**src/hdl/sorted_key_value_node_defines.svh**
```systemverilog
// Assertion macros shared by the sorted key/value node RTL.
`ifndef SORTED_KEY_VALUE_NODE_DEFINES_SVH
`define SORTED_KEY_VALUE_NODE_DEFINES_SVH
`ifndef ASSERT_OFF
// Checks that a condition holds at every clock edge outside reset.
`define SKVN_ASSERT(lbl, prop, msg) \
   lbl: assert property (@(posedge clock) disable iff (reset) (prop)) else $error(msg);
// Checks that a consequent holds in the cycle after its antecedent.
`define SKVN_ASSERT_NEXT(lbl, ante, cons, msg) \
   lbl: assert property (@(posedge clock) disable iff (reset) (ante) |=> (cons)) \
      else $error(msg);
`else
`define SKVN_ASSERT(lbl, prop, msg)
`define SKVN_ASSERT_NEXT(lbl, ante, cons, msg)
`endif
`endif

```
**src/hdl/skvn_pkg.sv**
```systemverilog
// Types, constants and helpers for the sorted key/value node.
package skvn_pkg;

   localparam int CAPACITY_DEF = 19;
   localparam int KEY_W        = 64;
   localparam int VAL_W        = 64;

   // Request command codes.
   typedef enum logic [1:0] {
      CMD_INSERT = 2'd0,
      CMD_SEARCH = 2'd1,
      CMD_DUMP   = 2'd2,
      CMD_NONE   = 2'd3
   } cmd_type;

   // Response status codes.
   typedef enum logic [2:0] {
      ST_INSERTED = 3'd0,
      ST_FULL     = 3'd1,
      ST_FOUND    = 3'd2,
      ST_NOTFOUND = 3'd3,
      ST_DUMP     = 3'd4,
      ST_EMPTY    = 3'd5
   } status_type;

   // Controller states.
   typedef enum logic {
      S_IDLE   = 1'b0,
      S_STREAM = 1'b1
   } state_type;

   // Controls broadcast to every cell of the chain.
   typedef struct packed {
      logic ins_en;
      logic rd_load;
      logic rd_shift;
   } cell_ctrl_type;

   // True when pair (ka, va) sorts strictly after pair (kb, vb).
   function automatic logic pair_after(input logic [KEY_W-1:0] ka,
                                       input logic [VAL_W-1:0] va,
                                       input logic [KEY_W-1:0] kb,
                                       input logic [VAL_W-1:0] vb);
      logic res;
      if (ka != kb) begin
         res = (ka > kb);
      end else begin
         res = (va > vb);
      end
      return res;
   endfunction

endpackage

```
**src/hdl/skvn_cell.sv**
```systemverilog
// One cell of the sorted chain: a stored pair plus a read stage.
module skvn_cell
   import skvn_pkg::*;
(
   input  logic                clock,
   input  cell_ctrl_type       ctrl,
   input  logic                occupied,
   input  logic [KEY_W-1:0]    new_key,
   input  logic [VAL_W-1:0]    new_value,
   input  logic                prev_after,
   input  logic [KEY_W-1:0]    prev_key,
   input  logic [VAL_W-1:0]    prev_value,
   input  logic [KEY_W-1:0]    next_rd_key,
   input  logic [VAL_W-1:0]    next_rd_value,
   output logic                after,
   output logic [KEY_W-1:0]    key,
   output logic [VAL_W-1:0]    value,
   output logic [KEY_W-1:0]    rd_key,
   output logic [VAL_W-1:0]    rd_value
);

   logic [KEY_W-1:0] key_ff, key_in;
   logic [VAL_W-1:0] value_ff, value_in;
   logic [KEY_W-1:0] rd_key_ff, rd_key_in;
   logic [VAL_W-1:0] rd_value_ff, rd_value_in;

   // The new pair belongs at or before this cell when the cell is empty or sorts after it.
   assign after = !occupied || pair_after(key_ff, value_ff, new_key, new_value);

   // The first cell past the insert point takes the new pair; later ones take the left neighbor.
   always_comb begin
      key_in   = key_ff;
      value_in = value_ff;
      if (ctrl.ins_en && after) begin
         if (prev_after) begin
            key_in   = prev_key;
            value_in = prev_value;
         end else begin
            key_in   = new_key;
            value_in = new_value;
         end
      end
   end

   // The read stage copies the pair, then moves toward the head of the chain.
   always_comb begin
      rd_key_in   = rd_key_ff;
      rd_value_in = rd_value_ff;
      if (ctrl.rd_load) begin
         rd_key_in   = key_ff;
         rd_value_in = value_ff;
      end else if (ctrl.rd_shift) begin
         rd_key_in   = next_rd_key;
         rd_value_in = next_rd_value;
      end
   end

   always_ff @(posedge clock) begin
      key_ff      <= key_in;
      value_ff    <= value_in;
      rd_key_ff   <= rd_key_in;
      rd_value_ff <= rd_value_in;
   end

   assign key      = key_ff;
   assign value    = value_ff;
   assign rd_key   = rd_key_ff;
   assign rd_value = rd_value_ff;

endmodule

```
**config.mk**
```make
export PLATFORM = sky130hd
export DESIGN_NAME = skvn_cell
export DESIGN_NICKNAME = d
export VERILOG_FILES = /design/src/hdl/sorted_key_value_node_defines.svh /design/src/hdl/skvn_pkg.sv /design/src/hdl/skvn_cell.sv
export SDC_FILE = /design/constraint.sdc
export NUM_CORES = 1
export LEC_CHECK = 0
export BUFFER_PORTS_ARGS = -buffer_cell sky130_fd_sc_hd__clkbuf_2
export CAP_MARGIN = 20
export CELL_PAD_IN_SITES_DETAIL_PLACEMENT = 1
export CELL_PAD_IN_SITES_GLOBAL_PLACEMENT = 1
export CORE_AREA = 2 2 251 253
export CTS_CLUSTER_DIAMETER = 80
export DETAILED_ROUTE_END_ITERATION = 16
export DIE_AREA = 0 0 253 255
export PLACE_DENSITY = 0.57
export SLEW_MARGIN = 0
export SYNTH_ARGS = -nofsm -noshare
export SYNTH_HDL_FRONTEND = slang
export SYNTH_SLANG_ARGS = --single-unit
```
**constraint.sdc**
```tcl
create_clock -name clock -period 5.2 [get_ports clock]
set_input_delay 1.04 -clock clock [delete_from_list [all_inputs] [get_ports clock]]
set_output_delay 1.04 -clock clock [all_outputs]
set_load 0.02 [all_outputs]
```
==> qor.yml <==
hold_path:
  hold_class: "flip-flop to flip-flop"
  hold-path-endpoint: "rd_key[14]"
  holdPathStages: 1
  min-delay-start: "key[14]"
placed_design:
  gp_congestion: 0.834
  hpwl_mm: 43.4
  io_buffers: 646
worst_setup_path:
  rrSetupSlack_ns: 1.54
  regToRegStartpoint: "value[14]"
  worstPathRequired_ns: 4.16
  rr_worst_depth: 9
  critPathCaptureType: "output port"
  path_cells: "clkbuf_2 > inv_1 > ha_1 > nand4_1 > nor4_1 > nand3_1 > nor3_1 > nand4_1 > a22o_2 > clkbuf_2"
  cp_slowest_stage_delay_ns: 0.46
  start_kind: "input port"
  worst-path-max-fanout: 3
  worst-path-buf-inv: 3
  path_class: "input port to output port"
  path_delay_family: "simple AND/OR/NAND/NOR gates"
  reg2reg_to: "value[17]"
  cp_data_arrival_time_ns: 3.66
  slowest_stage: "nor3_1"
sta:
  tightest_slew_ns: 0.916
  rsz0062_at_grt: "false"
  fin_crit_ns: 4.70
  max_freq_mhz: 213
  hold_viol: 0
  finalSetupViolations: 0
  fin_skew_ns: 0.0201
  hold-worst-slack_ns: 0.628
  slew_viol_final: 0
  fin_crit_sh_pct: 90.4
  finalSetupTns_ns: 0
  maxSlewHeadroom_pct: 38.9
cts:
  insertion_delay_ns: 0.54
  clock-sinks: 256
  htree_levels: 2
  clk_pin_slew_ns: 0.06
  ctsHoldBuffers: 0
  cts_made_buffers: 37
  clk_path_buf_depth: 3
  postCtsSetupRepairBufs: 0
  cts_root_buf: "clkbuf_16"
  cts_tree: "built"
  cts-resized-gates: 0
run_status:
  outcome: "complete, no violations"
finish:
  drive_gt1_share_pct: 46.0
  syn2layout_area_growth_pct: 38.5
  nNetsFinal: 2320
yosys:
  yosys_most_used_dff: "edfxtp_1"
  synth_top_area_share_pct: 56.2
  synth_cell_types: 37
  seq_area_frac_synth_pct: 56.2
  synth_nets: 1669
  syn_inst: 1151
  ys_top_cells_by_count: "edfxtp_1, nand2_1, o21ai_0"
  synth-async-reset-ratio_pct: 0
  synth-edff-count: 256
  yosys.area.top_type: "edfxtp_1"
  yosysWarnings: 0
  synth.area.top_cells: "edfxtp_1, ha_1, mux2_2"
  synth_area_per_cell_um2: 11.9
  ys_seq_elements: 256
  yosysMostFrequentCell: "edfxtp_1"
  syn_area_um2: 13700
power_and_ir_drop:
  p_per_area_nw_per_um2: 337
  cellLeakagePower_nw: 8.83
  peakVddDrop_mv: 0.257
run:
  drv_cap: 0
global_route:
  grt_pass1_wl_mm: 77.6
  grt_pass1_vias: 12302
  grt_antenna_before_repair: 5
  grt_usage_pct: 16.1
  overflow: 0
  grt_max_degree: 147
route:
  drc_errors: 0
  routedWlPerCell_um: 20.7
  ant_nets: 0
  dr.first_iter.drc_count: 457
  num_vias: 11472
  viasPerCell: 4.38
  wl_mm: 54.2
  drt-pass1-iter-count: 5
floorplanning:
  dieArea_um2: 64500
  die_w_um: 253
  core_um2: 62200
  start_util_pct: 22.0
  num_io_pins: 647
  die_h_um: 255
  rows: 92
-- state kept, by name, summed over array words and instances (netlist names) --
register / count
rd_key: 64
rd_value: 64
key: 64
value: 64
-- through the flow --
| stage | cell area [µm²] | utilization, % | std cells | setup WS [ns] | power [W] |
|---|---|---|---|---|---|
| 2_1_floorplan | 13700 | - | 1151 | 0.490 | 0.00349 |
| 3_3_place_gp | 17900 | 28.8 | 2562 | 0.475 | 0.00410 |
| 3_5_place_dp | 17900 | 28.8 | 2562 | 0.374 | 0.00414 |
| 4_1_cts | 19000 | 30.5 | 2620 | 0.367 | 0.00650 |
| 5_1_grt | 19000 | 30.5 | 2621 | 0.194 | 0.00669 |
| 6_report | 19000 | 30.5 | 2622 | 0.499 | 0.00638 |
-- power breakdown --
group	internal [W]	switching (W)	leakage (nW)
logic	0.000514	0.000826	5.77
registers	0.00257	0.000167	2.54
clock network	0.00134	0.000961	0.523
total	0.00443	0.00195	8.83
-- per-layer routing --
layer / global-route usage (%) / wire (µm)
met1: 19.5 / 22500
met2: 28.2 / 27200
met3: 3.90 / 3300
met4: 4.60 / 1150
met5: 0 / 55
-- layout make-up --
cell class | count | area [µm²]
diodes | 2 | 5.00
clock buffers | 42 | 945
clock inverters | 16 | 113
fillers | 7142 | 43200
inverters | 133 | 499
multi-input cells | 720 | 5360
flip-flops and latches | 256 | 7690
well taps | 799 | 1000
repair buffers | 654 | 3360
-- how the worst max path moves through the flow --
stage / endpoint / depth (start not counted) / start / slack [ns]
after floorplan: key[0] / 9 / new_key[63] / 0.49
after global placement: after / 11 / new_value[14] / 0.48
after detailed placement: after / 11 / new_value[14] / 0.37
after CTS: after / 11 / new_value[15] / 0.37
after global routing: after / 11 / new_value[14] / 0.19
final: after / 10 / new_key[46] / 0.50
-- placed cells by master (no fill, tap or decap), drive strengths merged, types with 2 or more instances in the layout --
| master | Yosys | layout |
|---|---|---|
| nand3 | 17 | 17 |
| nand4 | 27 | 27 |
| o21ai | 145 | 145 |
| nor2 | 11 | 11 |
| a211oi | 5 | 5 |
| nor3 | 9 | 9 |
| a21oi | 50 | 50 |
| diode | 0 | 2 |
| a22o | 2 | 2 |
| nor4 | 5 | 5 |
| a221oi | 7 | 7 |
| edfxtp | 256 | 256 |
| clkbuf | 40 | 687 |
| a21o | 4 | 4 |
| a21boi | 2 | 2 |
| and4 | 3 | 3 |
| inv | 133 | 136 |
| o211ai | 2 | 2 |
| clkinv | 0 | 12 |
| ha | 128 | 128 |
| buf | 2 | 9 |
| mux2 | 130 | 130 |
| nor2b | 4 | 4 |
| nand2 | 157 | 157 |
-- worst reg2reg max path: cells and delay by family, from the launching register on --
family	cells	cell delay, ns
DFF	1	0.46
AOI/OAI and AO/OA	4	0.99
buffers and inverters	1	0.49
adders and majority gates	1	0.36
and+or+nand+nor	3	0.93
-- kinds of logic after synthesis --
| kind of cell | after synthesis | share of synthesized area, % |
|---|---|---|
| flops | 256 | 56.2 |
| simple gates | 239 | 7.72 |
| compound gates | 223 | 8.92 |
| buf+inv | 175 | 4.80 |
| mux | 130 | 10.7 |
| fa+ha+maj | 128 | 11.7 |
(Power assumes the default switching activity.)
